<file path="config.mk">
export PLATFORM = sky130hd
export DESIGN_NAME = gf256_mul_div_pow_unit
export DESIGN_NICKNAME = d
export VERILOG_FILES = /design/src/sv/gf256_pkg.sv /design/src/sv/gf256_mul_div_pow_unit.sv
export SDC_FILE = /design/constraint.sdc
export NUM_CORES = 1
export LEC_CHECK = 0
export ABC_AREA = 1
export ABC_CLOCK_PERIOD_IN_PS = 2770
export BUFFER_PORTS_ARGS = -buffer_cell sky130_fd_sc_hd__buf_2
export CORE_UTILIZATION = 50
export CTS_CLUSTER_SIZE = 30
export DETAILED_ROUTE_END_ITERATION = 10
export GPL_ROUTABILITY_DRIVEN = 1
export GPL_TIMING_DRIVEN = 0
export PLACE_DENSITY = 0.77
export SYNTH_ARGS = -nofsm -noshare
export SYNTH_HDL_FRONTEND = slang
export SYNTH_SLANG_ARGS = --single-unit
</file>
<file path="constraint.sdc">
create_clock -name clk_i -period 2.77 [get_ports clk_i]
set_input_delay 0.554 -clock clk_i [delete_from_list [all_inputs] [get_ports clk_i]]
set_output_delay 0.554 -clock clk_i [all_outputs]
set_load 0.02 [all_outputs]
</file>
<file path="src/sv/gf256_pkg.sv">
// ----------------------------------------------------------------------------
// GF(2^8) arithmetic unit package
// Field constants, microcode word layout, program store and field multiply.
// ----------------------------------------------------------------------------
`default_nettype none

package gf256_pkg;

  localparam int unsigned FIELD_BITS = 8;
  localparam int unsigned POLY_BITS  = FIELD_BITS + 1;
  localparam int unsigned PC_BITS    = 2;
  localparam int unsigned K_BITS     = $clog2(FIELD_BITS);

  typedef logic [FIELD_BITS-1:0] elem_t;
  typedef logic [PC_BITS-1:0]    pc_t;

  // Operation codes of the input transaction.
  localparam logic [1:0] ACT_MUL = 2'd0;
  localparam logic [1:0] ACT_DIV = 2'd1;
  localparam logic [1:0] ACT_POW = 2'd2;

  localparam logic [FIELD_BITS:0] POLY_RESET    = 9'h11D;
  localparam elem_t               DIV_ZERO_CODE = 8'hFF;
  localparam elem_t               ELEM_ONE      = 8'h01;
  localparam elem_t               DIV_EXPONENT  = 8'hFE;

  // Datapath operation selected by one microcode word.
  typedef enum logic [1:0] {
    UOP_NOP      = 2'd0,
    UOP_SQUARE   = 2'd1,  // r = r * r
    UOP_MUL_BASE = 2'd2,  // r = r * base when the current exponent bit is set
    UOP_MUL_A    = 2'd3   // r = r * a when the final-multiply flag is set
  } uop_e;

  typedef struct packed {
    uop_e uop;
    logic loop;    // jump to target while the bit counter is not zero
    logic last;    // transaction result is ready after this step
    pc_t  target;
  } uword_t;

  // Program addresses.
  localparam pc_t STEP_SQ  = 2'd0;
  localparam pc_t STEP_MB  = 2'd1;
  localparam pc_t STEP_FIN = 2'd2;

  function automatic uword_t ucode_rom(input pc_t pc);
    uword_t w;
    case (pc)
      STEP_SQ:  w = '{uop: UOP_SQUARE,   loop: 1'b0, last: 1'b0, target: STEP_SQ};
      STEP_MB:  w = '{uop: UOP_MUL_BASE, loop: 1'b1, last: 1'b0, target: STEP_SQ};
      STEP_FIN: w = '{uop: UOP_MUL_A,    loop: 1'b0, last: 1'b1, target: STEP_SQ};
      default:  w = '{uop: UOP_NOP,      loop: 1'b0, last: 1'b1, target: STEP_SQ};
    endcase
    return w;
  endfunction

  // Carry-less multiply with reduction; fb holds the polynomial below x^8.
  function automatic elem_t gf_mul(input elem_t x, input elem_t y, input elem_t fb);
    elem_t acc;
    elem_t xs;
    logic  top;
    acc = '0;
    xs  = x;
    for (int k = 0; k < FIELD_BITS; k++) begin
      if (y[k]) acc = acc ^ xs;
      top = xs[FIELD_BITS-1];
      xs  = {xs[FIELD_BITS-2:0], 1'b0};
      if (top) xs = xs ^ fb;
    end
    return acc;
  endfunction

endpackage

`default_nettype wire

</file>
<file path="src/sv/gf256_mul_div_pow_unit.sv">
// ----------------------------------------------------------------------------
// GF(2^8) multiply / divide / power unit
// Microcoded sequencer driving one shared field multiplier.
// ----------------------------------------------------------------------------
// One transaction is processed at a time. A multiply, like the zero-operand
// and divide-by-zero cases, runs only the final step; else divide and power
// run eight passes of a square step and a conditional multiply-by-base step
// (square-and-multiply over the 8-bit exponent, b^254 for divide) plus one
// final step, all through the single multiplier. The result sits in an output
// register, so the next transaction is taken once the sequencer is free; the
// final step waits only while that register is still full. Write the
// polynomial register via cfg_we_i only while idle; the block does not check.
`default_nettype none

module gf256_mul_div_pow_unit (
  input  wire logic                          clk_i,
  input  wire logic                          rst_ni,
  input  wire logic                          cfg_we_i,
  input  wire logic [gf256_pkg::POLY_BITS-1:0] cfg_wdata_i,
  input  wire logic                          in_valid_i,
  output      logic                          in_ready_o,
  input  wire logic [1:0]                    action_i,
  input  wire logic [gf256_pkg::FIELD_BITS:0] operand_a_i,
  input  wire logic [gf256_pkg::FIELD_BITS-1:0] operand_b_i,
  output      logic                          out_valid_o,
  input  wire logic                          out_ready_i,
  output      logic [gf256_pkg::FIELD_BITS-1:0] result_o
);
  import gf256_pkg::*;

  logic [POLY_BITS-1:0] poly_q;
  logic                 busy_q;
  pc_t                  pc_q;
  logic [K_BITS-1:0]    k_q;
  elem_t                r_q, a_q, base_q, exp_q;
  logic                 fin_mul_q;
  logic                 out_valid_q;
  elem_t                result_q;

  elem_t  fb;
  elem_t  a_fold;
  uword_t uw;
  elem_t  mul_y;
  elem_t  prod;
  logic   wr_en;
  logic   stall;
  logic   accept;
  logic   finish;

  assign fb     = poly_q[FIELD_BITS-1:0];
  assign a_fold = operand_a_i[FIELD_BITS-1:0] ^ (operand_a_i[FIELD_BITS] ? fb : '0);
  assign uw     = ucode_rom(pc_q);
  assign accept = in_valid_i && in_ready_o;

  assign in_ready_o  = !busy_q;
  assign out_valid_o = out_valid_q;
  assign result_o    = result_q;

  always_comb begin
    mul_y = a_q;
    wr_en = 1'b0;
    case (uw.uop)
      UOP_SQUARE: begin
        mul_y = r_q;
        wr_en = 1'b1;
      end
      UOP_MUL_BASE: begin
        mul_y = base_q;
        wr_en = exp_q[k_q];
      end
      UOP_MUL_A: begin
        mul_y = a_q;
        wr_en = fin_mul_q;
      end
      default: begin
        mul_y = a_q;
        wr_en = 1'b0;
      end
    endcase
  end

  assign prod   = gf_mul(r_q, mul_y, fb);
  assign stall  = uw.last && out_valid_q && !out_ready_i;
  assign finish = busy_q && !stall && uw.last;

  always_ff @(posedge clk_i or negedge rst_ni) begin
    if (!rst_ni) begin
      poly_q      <= POLY_RESET;
      busy_q      <= 1'b0;
      pc_q        <= STEP_SQ;
      k_q         <= '0;
      fin_mul_q   <= 1'b0;
      out_valid_q <= 1'b0;
    end else begin
      if (cfg_we_i) poly_q <= cfg_wdata_i;
      if (out_valid_q && out_ready_i && !finish) out_valid_q <= 1'b0;

      if (accept) begin
        busy_q <= 1'b1;
        k_q    <= K_BITS'(FIELD_BITS - 1);
        case (action_i)
          ACT_MUL: begin
            pc_q      <= STEP_FIN;
            fin_mul_q <= 1'b1;
          end
          ACT_DIV: begin
            // Zero dividend or zero divisor finishes with a preset result.
            pc_q      <= (a_fold == '0 || operand_b_i == '0) ? STEP_FIN : STEP_SQ;
            fin_mul_q <= (a_fold != '0 && operand_b_i != '0);
          end
          ACT_POW: begin
            pc_q      <= (operand_a_i == '0) ? STEP_FIN : STEP_SQ;
            fin_mul_q <= 1'b0;
          end
          default: begin
            pc_q      <= STEP_FIN;
            fin_mul_q <= 1'b0;
          end
        endcase
      end else if (busy_q && !stall) begin
        if (uw.last) begin
          busy_q      <= 1'b0;
          out_valid_q <= 1'b1;
        end else if (uw.loop && k_q != '0) begin
          pc_q <= uw.target;
          k_q  <= k_q - 1'b1;
        end else begin
          pc_q <= pc_q + 1'b1;
        end
      end
    end
  end

  // Datapath registers.
  always_ff @(posedge clk_i) begin
    if (accept) begin
      a_q <= a_fold;
      case (action_i)
        ACT_MUL: begin
          r_q    <= operand_b_i;
          base_q <= operand_b_i;
          exp_q  <= '0;
        end
        ACT_DIV: begin
          base_q <= operand_b_i;
          exp_q  <= DIV_EXPONENT;
          if (a_fold == '0)           r_q <= '0;
          else if (operand_b_i == '0) r_q <= DIV_ZERO_CODE;
          else                        r_q <= ELEM_ONE;
        end
        ACT_POW: begin
          base_q <= a_fold;
          exp_q  <= operand_b_i;
          r_q    <= (operand_a_i == '0) ? '0 : ELEM_ONE;
        end
        default: begin
          base_q <= '0;
          exp_q  <= '0;
          r_q    <= '0;
        end
      endcase
    end else if (busy_q && !stall) begin
      if (wr_en) r_q <= prod;
      if (uw.last) result_q <= wr_en ? prod : r_q;
    end
  end

  // A result only appears when a transaction was in the sequencer.
  a_rose_from_busy: assert property (@(posedge clk_i) disable iff (!rst_ni)
    $rose(out_valid_q) |-> $past(busy_q))
    else $error("result appeared without a transaction in progress");

  a_accept_busy: assert property (@(posedge clk_i) disable iff (!rst_ni)
    accept |=> busy_q)
    else $error("sequencer did not start after accepting a transaction");

  // The square step is always followed by the conditional multiply step.
  a_step_order: assert property (@(posedge clk_i) disable iff (!rst_ni)
    (busy_q && pc_q == STEP_SQ) |=> (busy_q && pc_q == STEP_MB))
    else $error("square step not followed by multiply step");

endmodule

`default_nettype wire

</file>
Yosys cells after proc, flatten, opt, wreduce, memory -nomap -nowiden

Cells that the tools add are included.

Bitwise logic cells: 16
$add $sub $neg: 2
Reductions and logical operators: 30
Div/mod/pow operators: 0
Multiplexer cells: 49
Shift-type cells: 0
Equality and inequality tests: 8
$mul: 0
Order comparisons: 1

Operators with widths:

| kind                                                                   | number |
|---|---|
| 8-bit two-way mux                                                      | 21 |
| 8-bit XOR                                                              | 15 |
| 8-bit one-hot mux with 2 select lines                                  | 3 |
| 8-bit one-hot mux with 3 select lines                                  | 1 |
| 6-bit one-hot mux with 3 select lines                                  | 1 |
| 8-bit logical NOT                                                      | 2 |
| 8-bit nonzero test                                                     | 2 |
| 2-bit two-way mux                                                      | 6 |
| 3-bit two-way mux                                                      | 4 |
| 1-bit logical AND                                                      | 9 |
| 9-bit logical NOT                                                      | 1 |
| 1-bit two-way mux                                                      | 9 |
| 2-bit equality test (second input constant)                            | 4 |
| 2-bit by 1-bit equality test with 1-bit output (second input constant) | 3 |
| 3-bit AND reduction                                                    | 2 |
| 2-bit nonzero test                                                     | 3 |
| 1-bit logical NOT                                                      | 4 |
| 2-bit logical NOT                                                      | 2 |
| 3-bit by 4-bit < comparator with 1-bit output (second input constant)  | 1 |
| 2-bit one-hot mux with 2 select lines                                  | 1 |
| 2-bit AND reduction                                                    | 2 |
| 1-bit binary-select mux with 3-bit select                              | 1 |
| 1-bit one-hot mux with 3 select lines                                  | 1 |
| 3-bit nonzero test                                                     | 1 |
| 7 further kinds                                                        | 7 |

ROM bits: 0
Memory bits (writable): 0
Input port bits: 33
Output and inout port bits: 10
Register bits after elaboration: 56
Memories: 0
Word-level logic and storage cells: 117
Latch bits: 0

Longest topological paths before layout

Gate-level depths: netlist (run 1).

Depth in word-level cells: 22
Gate-level depth with buffers: 29
Gate-level depth less buffers: 27

Worst setup path before layout (run 1)

No wires, ideal clock.

Path type: reg2reg
From: reg pc_q[1]
To: reg r_q[0] (data pin)
Arrival: 2.583 ns
Stages on the path, launching flop included: 20
Data required time: 2.514 ns
Buffers on the path: 1
Period minus slack after synthesis: 2.839 ns
Setup slack: -0.069 ns
Library setup time: 0.256 ns
Cells stage by stage: dfrtp_1 > inv_1 > ha_1 > buf_2 > nor2_4 > nand2_1 > nand2_1 > nand2_1 > xnor2_1 > xor2_1 > xnor2_1 > o21ai_0 > nand2_1 > xor2_1 > xor2_1 > nand2_1 > nand2_1 > nand2_1 > nand3_1 > nand2_1

Longest elaborated chain between the ends: 22
Elaborated cells between the ends (all ways): 27
Classes of those cells: 5 x eq/ne; 14 x mux; 7 x bitwise; 1 x reduce/logical

Ends and longest elaborated chain:

| element                                                                               | RTL line                      | RTL |
|---|---|---|
| start: declaration                                                                    | gf256_mul_div_pow_unit.sv:33  | `pc_t pc_q;` |
| start signal: assignment                                                              | gf256_mul_div_pow_unit.sv:108 | `pc_q <= (a_fold == '0 \|\| operand_b_i == '0) ? STEP_FIN : STEP_SQ;` |
| start signal: assignment                                                              | gf256_mul_div_pow_unit.sv:112 | `pc_q <= (operand_a_i == '0) ? STEP_FIN : STEP_SQ;` |
| start signal: assignment                                                              | gf256_mul_div_pow_unit.sv:125 | `pc_q <= uw.target;` |
| 2-bit equality test, or another cell as far along                                     | gf256_pkg.sv:49               | `case (pc)` |
| 6-bit one-hot mux with 3 select lines (*)                                             | gf256_pkg.sv:49               |  |
| 2-bit equality test or 2-bit by 1-bit equality test with 1-bit output (tied branches) | gf256_mul_div_pow_unit.sv:62  | `case (uw.uop)` |
| 8-bit one-hot mux with 2 select lines                                                 | gf256_mul_div_pow_unit.sv:62  |  |
| 8-bit two-way mux                                                                     | gf256_pkg.sv:66               | `if (y[k]) acc = acc ^ xs;` |
| 8-bit XOR                                                                             | gf256_pkg.sv:66               |  |
| 8-bit two-way mux                                                                     | gf256_pkg.sv:66               |  |
| 8-bit XOR                                                                             | gf256_pkg.sv:66               |  |
| [... 6 more ...]                                                                      | -                             |  |
| 8-bit two-way mux                                                                     | gf256_pkg.sv:66               |  |
| 8-bit XOR                                                                             | gf256_pkg.sv:66               |  |
| 8-bit two-way mux                                                                     | gf256_pkg.sv:66               |  |
| 8-bit XOR                                                                             | gf256_pkg.sv:66               |  |
| 8-bit two-way mux                                                                     | gf256_pkg.sv:66               |  |
| 8-bit two-way mux (*)                                                                 | gf256_mul_div_pow_unit.sv:163 | `if (wr_en) r_q <= prod;` |
| 8-bit two-way mux (*)                                                                 | gf256_mul_div_pow_unit.sv:162 | `end else if (busy_q && !stall) begin` |
| 8-bit two-way mux (*)                                                                 | gf256_mul_div_pow_unit.sv:136 | `if (accept) begin` |
| end signal: assignment                                                                | gf256_mul_div_pow_unit.sv:140 | `r_q <= operand_b_i;` |
| end signal: assignment                                                                | gf256_mul_div_pow_unit.sv:154 | `r_q <= (operand_a_i == '0) ? '0 : ELEM_ONE;` |
| end signal: assignment                                                                | gf256_mul_div_pow_unit.sv:163 |  |
| end: declaration                                                                      | gf256_mul_div_pow_unit.sv:35  | `elem_t r_q, a_q, base_q, exp_q;` |

Every way passes the cells marked *; elsewhere a longest branch is shown, timed or not. The select of a mux whose other input is x is not followed.
A chain may end at the register's enable or synchronous reset.

Final worst setup path (run 1)

From: reg poly_q[7]
To: reg r_q[3] (data pin)

Longest elaborated chain between the ends: 18
Elaborated cells between the ends (all ways): 34
Classes of those cells: 19 x mux; 14 x bitwise; 1 x reduce/logical

Ends and longest elaborated chain:

| element                              | RTL line                         | RTL |
|---|---|---|
| start: declaration                   | gf256_mul_div_pow_unit.sv:31     | `logic [POLY_BITS-1:0] poly_q;` |
| start signal: assignment             | gf256_mul_div_pow_unit.sv:95     | `if (cfg_we_i) poly_q <= cfg_wdata_i;` |
| 8-bit XOR                            | gf256_pkg.sv:69                  | `if (top) xs = xs ^ fb;` |
| 8-bit two-way mux (2 in series)      | gf256_pkg.sv:69                  |  |
| 8-bit XOR (on tied branches)         | gf256_pkg.sv:66, gf256_pkg.sv:69 |  |
| 8-bit two-way mux (on tied branches) | gf256_pkg.sv:66, gf256_pkg.sv:69 |  |
| 8-bit XOR (on tied branches)         | gf256_pkg.sv:66, gf256_pkg.sv:69 |  |
| 8-bit two-way mux (on tied branches) | gf256_pkg.sv:66, gf256_pkg.sv:69 |  |
| 8-bit XOR (on tied branches)         | gf256_pkg.sv:66, gf256_pkg.sv:69 |  |
| 8-bit two-way mux (on tied branches) | gf256_pkg.sv:66, gf256_pkg.sv:69 |  |
| 8-bit XOR                            | gf256_pkg.sv:66                  |  |
| 8-bit two-way mux                    | gf256_pkg.sv:66                  |  |
| 8-bit XOR                            | gf256_pkg.sv:66                  |  |
| 8-bit two-way mux                    | gf256_pkg.sv:66                  |  |
| 8-bit XOR                            | gf256_pkg.sv:66                  |  |
| 8-bit two-way mux                    | gf256_pkg.sv:66                  |  |
| 8-bit two-way mux                    | gf256_mul_div_pow_unit.sv:163    |  |
| 8-bit two-way mux                    | gf256_mul_div_pow_unit.sv:162    |  |
| 8-bit two-way mux (*)                | gf256_mul_div_pow_unit.sv:136    |  |

Marks and branches as above.

==> key figures, run 1 <==
Die
  • Initial Util: 52.5%
  • I/O pin count: 43
  • Chip height: 107 um
  • Die area: 11500 um^2
  • Cell Rows: 37
  • Core area: 10500 um^2
  • Chip width: 107 um

Place
  • Hpwl dp: 11300 um
  • Port Buffers: 40
  • DP Worst Slack: -0.609 ns
  • Routability cong.: 0.958

STA
  • Clock Skew: 0.0131 ns
  • Fin. max-slew vios: 0
  • Fin crit share: 120%
  • Setup ws final: -0.550 ns
  • Tightest Pin Transition: 1.05 ns
  • Min Tclk post-route: 3.32 ns
  • Fmax: 301 MHz
  • Final setup violation count: 16
  • Slew headroom: 29.7%
  • RSZ-0062 raised after global routing: true
  • Hold Vio Cnt, Final: 0

Setup path
  • CP delay by family, top: simple AND/OR/NAND/NOR gates
  • Worst setup path class: register to register
  • Worst Path Required: 2.84 ns
  • Crit start category: register
  • Worst path slowest cell: dfrtp_1
  • WP buf/inv: 4
  • Worst Path Arrival: 3.39 ns
  • Crit path max fanout: 10
  • Max incr delay on CP: 0.49 ns
  • Cells along the critical path: buf_4, inv_1, nor2_2, nand2_4, nand2_2, nor2_2, nand2_4, nand2_2, nor2_1, nand2_1, nand2_2, inv_1, nand3_1, nand2_1, nor2_2, inv_1, nand2_1, nand2_1, nand2_2, nand2_1, nand3_2, nand2_1
  • Most frequent CP cell: nand2_1
  • Crit end category: register

Detailed routing
  • DR iter-0 viols: 567
  • Via/cell ratio: 5.52
  • DRT Pass-1 Iters: 7
  • Wire length per cell: 15.6 um
  • DRC Markers: 0
  • Via count: 5874
  • WL final: 16600 um
  • Antenna-violating nets left: 0

Synth
  • Cells after Synth: 840
  • Synthesized area: 5520 um^2
  • Sequential area share after synthesis: 29.1%
  • Yosys top cell area share: 21.8%
  • #FFs+latches synth: 56
  • Yosys warning total: 0
  • Netlist cell types: 44
  • Syn Nets: 884
  • Synth area leaders: edfxtp_1 22%, nand2_1 20%, nand3_1 8.3%
  • Avg Inst Size Synth: 6.57 um^2
  • Top cell type by total area after synthesis: edfxtp_1

Hold path
  • Hold Crit Class: input pin to async pin

Clocking
  • Root Driver: clkbuf_8
  • CTS clk-pin slew, worst paths: 0.11 ns
  • Bufs on Longest Clock Path: 2
  • Hold_buf cts: 0
  • Inserted Clock Buffers: 5
  • Clk sinks: 56
  • Htree depth: 2
  • Clock latency on the worst-skew pair: 0.31 ns
  • CTS tree: built

Status
  • Failing checks: setup timing
  • Status: finished, violations left

GRT
  • GR Util All Layers: 27.3%
  • First-pass GRT wire length: 24800 um
  • Vias in the first global route: 5210
  • Pin count of the biggest net entering global routing: 30
  • Antenna violations before repair: 0
  • Grt ovf: 0

Layout
  • Final net count: 971
  • Commonest non-fill, non-tap cell in the layout: nand2_1
  • Most frequent cells in the layout: 245 x nand2_1, 91 x inv_1, 65 x nand3_1, 52 x nand2_2, 50 x nor2_1
  • Share of cells above drive strength 1: 31.0%
  • Diode count: 0
  • Synthesis-to-finish area growth: 27.5%

Flow run
  • MaxCap Viol Count: 0
[logic make-up after synthesis]
logic type | share of synthesized area, %
flip-flops | 29.1
XOR/XNOR | 8.39
adder cells (fa/ha/maj) | 2.49
AO/OA/AOI/OAI | 7.46
buffers and inverters | 9.77
AND/OR/NAND/NOR | 42.8
[path summary, 6_finish.rpt]
path                               end            from  depth (start not counted)  slack [ns]
hold / removal             out_valid_o          rst_ni                          1        0.15
setup / recovery                r_q[3]       poly_q[7]                         22       -0.55
setup reg to reg                r_q[3]       poly_q[7]                         22       -0.55
hold reg to reg            out_valid_o     out_valid_o                          2        0.51
max in group asynchronous    poly_q[4]          rst_ni                          1        2.27
min in group clk_i           poly_q[0]  cfg_wdata_i[0]                          3        0.46
[flip-flops by register name, indices dropped and copies added (netlist names)]
name / flops
a_q: 8
base_q: 8
busy_q: 1
exp_q: 8
fin_mul_q: 1
k_q: 3
out_valid_o: 1
pc_q: 2
poly_q: 8
r_q: 8
result_o: 8
[through the flow]
step / instance area (um^2) / hold slack (ns) / instances / utilization (%) / TNS, ns
detailed placement: 5900 / 0.498 / 1016 / 56.1 / -7.99
global placement: 5900 / 0.486 / 1016 / 56.1 / -7.18
CTS: 6390 / 0.167 / 1042 / 60.8 / -5.05
floorplan: 5530 / 0.258 / 840 / - / -0.0197
finish: 7040 / 0.155 / 1064 / 67.0 / -7.23
global route: 7040 / 0.167 / 1064 / 67.0 / -9.50
[worst register-to-register path: stages, from the launching register on]
cell	delay (ns)
dfrtp_1	0.49
buf_4	0.33
inv_1	0.25
nor2_2	0.21
nand2_4	0.11
nand2_2	0.15
nor2_2	0.08
nand2_4	0.12
nand2_2	0.11
nor2_1	0.14
nand2_1	0.11
nand2_2	0.12
inv_1	0.07
nand3_1	0.10
nand2_1	0.13
nor2_2	0.15
inv_1	0.05
nand2_1	0.05
nand2_1	0.06
nand2_2	0.07
nand2_1	0.07
nand3_2	0.08
nand2_1	0.05
[synthesized netlist by cell type (all sizes together)]
| master | n |
|---|---|
| clkinv | 4 |
| a21oi | 26 |
| nor3 | 3 |
| buf | 13 |
| nand2 | 319 |
| xnor2 | 25 |
| dfrtp | 12 |
| o221ai | 2 |
| clkbuf | 9 |
| edfxtp | 40 |
| a21boi | 3 |
| a211oi | 1 |
| ha | 11 |
| dfstp | 4 |
| o22ai | 1 |
| xor2 | 24 |
| inv | 110 |
| nor4 | 5 |
| nand3 | 105 |
| and2 | 6 |
| nor2 | 68 |
| o211ai | 1 |
| a31oi | 2 |
| o21ai | 40 |
| nand4 | 4 |
| nand3b | 2 |
[layer usage]
| metal | routed length (um) | track usage, % |
|---|---|---|
| met5 | 0 | 0 |
| met4 | 801 | 9.78 |
| met3 | 1060 | 3.28 |
| met2 | 7930 | 45.9 |
| met1 | 6810 | 36.0 |
[cell type report]
| cell class | instances | area (um^2) |
|---|---|---|
| multi-input combinational | 648 | 4020 |
| fill | 826 | 3470 |
| sequential | 56 | 1610 |
| timing repair buffer | 81 | 581 |
| inverter | 114 | 433 |
| tap | 136 | 170 |
| buffer | 21 | 143 |
| clock buffer | 5 | 68.8 |
| clock inverter | 3 | 17.5 |
[repair_timing]
item | 4_1_cts | 5_1_grt
pin swaps | 27 | 66
gates cloned | 0 | 1
gates resized for setup | 59 | 119
setup endpoints to repair | 16 | 16
buffers inserted | 19 | 21
Power of run 1 is left out: the tool's default activity adds up to more than one toggle a clock period on the data nets, which glitch-free logic cannot reach.
==> run 2, diff against run 1 <==
--- a/config.mk
+++ b/config.mk
@@ -6,8 +6,9 @@
 export NUM_CORES = 1
 export LEC_CHECK = 0
 export ABC_AREA = 1
-export ABC_CLOCK_PERIOD_IN_PS = 2770
+export ABC_CLOCK_PERIOD_IN_PS = 2700
 export BUFFER_PORTS_ARGS = -buffer_cell sky130_fd_sc_hd__buf_2
+export CORE_MARGIN = 2
 export CORE_UTILIZATION = 50
 export CTS_CLUSTER_SIZE = 30
 export DETAILED_ROUTE_END_ITERATION = 10
==> constraint.sdc (replaced) <==
create_clock -name clk_i -period 2.7 [get_ports clk_i]
set_input_delay 0.81 -clock clk_i [delete_from_list [all_inputs] [get_ports clk_i]]
set_output_delay 0.81 -clock clk_i [all_outputs]
set_load 0.02 [all_outputs]
==> key figures, run 2 (same netlist as run 1, synthesis figures left out) <==
Setup path
  • R2R Setup Slk: -0.53 ns
  • Crit end category: register
  • Crit start category: register
  • Crit path max fanout: 8
  • Reg2reg end: result_o[5]
  • Most frequent CP cell: nand2_4
  • Max incr delay on CP: 0.43 ns
  • Worst path slowest cell: edfxtp_1
  • Worst setup path startpoint: r_q[7]
  • Worst setup path class: register to register
  • Worst Setup EP: result_o[5]
  • R2R depth: 23
  • Reg2reg start: r_q[7]
  • Cells along the critical path: buf_6, nand2_2, nand2_2, nand2_4, buf_6, nand2_4, xor2_4, inv_2, nand2_2, nand2_4, nand2_4, buf_4, nand3_4, nand2_8, nand3_4, buf_4, nand2_4, nand3_1, nand2_1, nand3_1, nand2_1, nand3_2, and2_4
  • Worst Path Required: 2.79 ns
  • Worst Path Arrival: 3.32 ns

Place
  • DP Worst Slack: -0.610 ns
  • Routability cong.: 0.941
  • Placement Cell Area: 5970 um^2
  • Port Buffers: 40
  • Hpwl dp: 11400 um

STA
  • Clock Skew: 0.0111 ns
  • Fmax: 310 MHz
  • Fin. max-slew vios: 0
  • Slew headroom: 55.4%
  • RSZ-0062 raised after global routing: true
  • Tightest Pin Transition: 0.666 ns
  • Setup ws final: -0.528 ns
  • Hold Vio Cnt, Final: 0
  • Fin crit share: 120%
  • Final setup violation count: 16
  • Min Tclk post-route: 3.23 ns

GRT
  • Grt ovf: 0
  • First-pass GRT wire length: 24900 um
  • GR Util All Layers: 26.8%
  • Vias in the first global route: 5294
  • Pin count of the biggest net entering global routing: 30
  • Antenna violations before repair: 0

Detailed routing
  • DR iter-0 viols: 382
  • Wire length per cell: 14.7 um
  • Via/cell ratio: 5.37
  • DRT Pass-1 Iters: 5
  • WL final: 15600 um
  • Via count: 5723
  • DRC Markers: 0
  • Antenna-violating nets left: 0

Die
  • Chip width: 109 um
  • Cell Rows: 38
  • Core area: 10800 um^2
  • Chip height: 109 um
  • Initial Util: 51.1%
  • I/O pin count: 43
  • Die area: 11900 um^2

Flow run
  • MaxCap Viol Count: 0

Layout
  • Final core occ: 64.5%
  • Fin area: 6960 um^2
  • Synthesis-to-finish area growth: 26.2%
  • Most frequent cells in the layout: 254 x nand2_1, 94 x inv_1, 67 x nand3_1
  • Share of cells above drive strength 1: 29.9%
  • Commonest non-fill, non-tap cell in the layout: nand2_1
  • Filler cells: 893
  • Diode count: 0
  • Final net count: 968

Status
  • Failing checks: setup timing
  • Status: finished, violations left

Hold path
  • Hold Crit Class: input pin to async pin

Clocking
  • Inserted Clock Buffers: 5
  • Bufs on Longest Clock Path: 2
  • Hold_buf cts: 0
  • Htree depth: 2
  • CTS tree: built
  • Clock latency on the worst-skew pair: 0.32 ns
  • Clk sinks: 56
  • CTS clk-pin slew, worst paths: 0.11 ns
  • Root Driver: clkbuf_8
[run 2: layout make-up]
| class | instances | area, um^2 | area share, % |
|---|---|---|---|
| plain buffers | 21 | 139 | 1.99 |
| clock buffers | 5 | 68.8 | 0.988 |
| clock inverters | 3 | 22.5 | 0.323 |
| inverters | 114 | 438 | 6.29 |
| multi-input cells | 649 | 3980 | 57.2 |
| flip-flops and latches | 56 | 1610 | 23.1 |
| well taps | 140 | 175 | 2.52 |
| repair buffers | 77 | 533 | 7.65 |
[run 2: worst min path at each step]
| stage | startpoint | endpoint | slack [ns] | cells after the start |
|---|---|---|---|---|
| after global routing | rst_ni | out_valid_o | 0.41 | 1 |
| after global placement | out_valid_o | out_valid_o | 0.49 | 2 |
| after detailed placement | out_valid_o | out_valid_o | 0.49 | 2 |
| after CTS | rst_ni | out_valid_o | 0.41 | 1 |
| after floorplan | busy_q | busy_q | 0.47 | 2 |
| final | rst_ni | out_valid_o | 0.40 | 1 |
[run 2: critical path: cells and delay by family, from the launching register on]
kind | cells | cell delay [ns]
xor+xnor | 1 | 0.21
buf+inv | 5 | 0.66
flops | 1 | 0.43
simple gates | 17 | 1.70
[run 2: stage by stage]
step	cells	TNS, ns	hold slack, ns
detailed placement	1020	-8.07	0.490
global route	1065	-10.27	0.414
finish	1065	-7.61	0.396
floorplan	840	-0.0723	0.469
global placement	1020	-7.80	0.487
CTS	1052	-5.74	0.406
[run 2: repair_timing]
item,CTS,global route
setup endpoints to repair,16,17
pin swaps,32,46
gates resized for setup,71,68
cloned,3,0
endpoints found under the hold margin,0,0
setup buffers,22,13
[run 2: layer usage]
metal,GRT usage [%],part of all wire [%],wire (um)
met4,10.4,3.8,599
met3,3.59,6.7,1050
met2,46.1,49,7590
met1,34.1,41,6400
met5,0,0,0
Power of run 2 is left out for the same reason.
==> run 3, diff against run 2 <==
--- a/config.mk
+++ b/config.mk
@@ -8,13 +8,14 @@
 export ABC_AREA = 1
 export ABC_CLOCK_PERIOD_IN_PS = 2700
 export BUFFER_PORTS_ARGS = -buffer_cell sky130_fd_sc_hd__buf_2
+export CORE_ASPECT_RATIO = 1.1
 export CORE_MARGIN = 2
-export CORE_UTILIZATION = 50
+export CORE_UTILIZATION = 40
 export CTS_CLUSTER_SIZE = 30
 export DETAILED_ROUTE_END_ITERATION = 10
 export GPL_ROUTABILITY_DRIVEN = 1
 export GPL_TIMING_DRIVEN = 0
-export PLACE_DENSITY = 0.77
+export PLACE_DENSITY = 0.65
 export SYNTH_ARGS = -nofsm -noshare
 export SYNTH_HDL_FRONTEND = slang
 export SYNTH_SLANG_ARGS = --single-unit
==> key figures, run 3 (same netlist as run 1, synthesis figures left out) <==
STA
  • Tightest Pin Transition: 0.686 ns
  • Clock Skew: 0.00685 ns
  • Fin crit share: 117%
  • Min Tclk post-route: 3.16 ns
  • Fin. max-slew vios: 0
  • Final setup violation count: 16
  • Fmax: 317 MHz
  • RSZ-0062 raised after global routing: true
  • Setup ws final: -0.456 ns
  • Hold Vio Cnt, Final: 0
  • Slew headroom: 54.1%

Detailed routing
  • DRT Pass-1 Iters: 5
  • Via count: 5548
  • DR iter-0 viols: 282
  • DRC Markers: 0
  • Via/cell ratio: 4.98
  • WL final: 15500 um
  • Wire length per cell: 13.9 um
  • Antenna-violating nets left: 0

Hold path
  • Hold Crit Class: input pin to async pin

Die
  • Chip height: 127 um
  • Chip width: 116 um
  • I/O pin count: 43
  • Initial Util: 40.5%
  • Core area: 13600 um^2
  • Die area: 14800 um^2
  • Cell Rows: 45

Layout
  • Synthesis-to-finish area growth: 27.6%
  • Diode count: 0
  • Filler cells: 1329
  • Final core occ: 51.7%
  • Most frequent cells in the layout: 254 x nand2_1, 93 x inv_1, 69 x nand3_1, 47 x nor2_1, 46 x buf_2
  • Commonest non-fill, non-tap cell in the layout: nand2_1
  • Final net count: 968
  • Share of cells above drive strength 1: 29.3%

Flow run
  • MaxCap Viol Count: 0

GRT
  • Pin count of the biggest net entering global routing: 30
  • First-pass GRT wire length: 24600 um
  • Grt ovf: 0
  • Vias in the first global route: 5049
  • GR Util All Layers: 21.1%
  • Antenna violations before repair: 0

Clocking
  • Root Driver: clkbuf_16
  • Bufs on Longest Clock Path: 2
  • Inserted Clock Buffers: 5
  • Htree depth: 2
  • CTS tree: built
  • CTS clk-pin slew, worst paths: 0.07 ns
  • Clock latency on the worst-skew pair: 0.29 ns
  • Clk sinks: 56

Status
  • Status: finished, violations left
  • Failing checks: setup timing

Setup path
  • Reg2reg end: r_q[6]
  • Crit end category: register
  • Crit start category: register
  • Crit path max fanout: 8
  • Reg2reg start: r_q[7]
  • Worst Path Required: 2.76 ns
  • R2R Setup Slk: -0.46 ns
  • Worst Path Arrival: 3.21 ns
  • R2R depth: 25
  • Worst setup path class: register to register

Place
  • Port Buffers: 40
  • Routability cong.: 0.940
  • Hpwl dp: 11900 um
[run 3: how the worst max path moves through the flow]
| stage | start | endpoint | slack (ns) | depth (start not counted) |
|---|---|---|---|---|
| final | r_q[7] | r_q[6] | -0.46 | 25 |
| after global placement | r_q[6] | result_o[7] | -0.63 | 21 |
| after CTS | r_q[7] | result_o[7] | -0.39 | 24 |
| after detailed placement | r_q[6] | result_o[7] | -0.66 | 21 |
| after global routing | r_q[7] | r_q[6] | -0.66 | 25 |
| after floorplan | pc_q[1] | r_q[0] | -0.02 | 19 |
[run 3: stage by stage]
| stage | setup slack [ns] | instance area (um^2) | hold slack, ns | std cells | setup TNS, ns |
|---|---|---|---|---|---|
| global placement | -0.631 | 6030 | 0.491 | 1068 | -8.37 |
| finish | -0.456 | 7040 | 0.431 | 1113 | -6.32 |
| global route | -0.659 | 7040 | 0.456 | 1113 | -9.29 |
| floorplan | -0.0176 | 5590 | 0.469 | 840 | -0.0723 |
| detailed placement | -0.660 | 6030 | 0.493 | 1068 | -8.78 |
| CTS | -0.393 | 6570 | 0.444 | 1095 | -5.33 |
[run 3: final cells by class]
cell class | count | area (um^2) | area share (%)
repair buffers | 77 | 537 | 7.62
clock inverters | 2 | 13.8 | 0.195
inverters | 114 | 444 | 6.31
flip-flops and latches | 56 | 1610 | 22.8
multi-input cells | 649 | 3930 | 55.8
plain buffers | 21 | 148 | 2.10
well taps | 188 | 235 | 3.34
clock buffers | 6 | 129 | 1.83
[run 3: worst max-delay path: stages (launching register included)]
cell and delay [ns]:
edfxtp_1 0.40, buf_6 0.17, nand2_4 0.07, nand2_4 0.05, nand2_4 0.10, nand2_2 0.07, nand2_4 0.09, nand2_4 0.07
buf_8 0.14, nor2_1 0.10, nand2_1 0.09, and2_2 0.21, xor2_2 0.19, nand3_2 0.09, nand2_4 0.09, buf_12 0.14
nand2_8 0.08, inv_6 0.04, nor2_8 0.17, nand3_2 0.10, nand3_2 0.09, nand2_2 0.07, nand2_4 0.10, nand2_2 0.06
nand3_2 0.08, nand2_2 0.05
[run 3: metal layers]
layer / wire [um] / global-route usage (%)
met4: 564 / 8.12
met5: 0 / 0
met2: 7710 / 37.1
met3: 614 / 1.85
met1: 6590 / 26.7
[run 3: repair_timing]
| action | CTS | global route |
|---|---|---|
| setup endpoints to repair | 16 | 17 |
| hold buffers | 0 | 0 |
| setup buffers | 19 | 17 |
| gates cloned | 1 | 1 |
| pin swaps | 37 | 47 |
| endpoints found under the hold margin | 0 | 0 |
| resized for setup | 69 | 79 |
Power of run 3 is left out for the same reason.
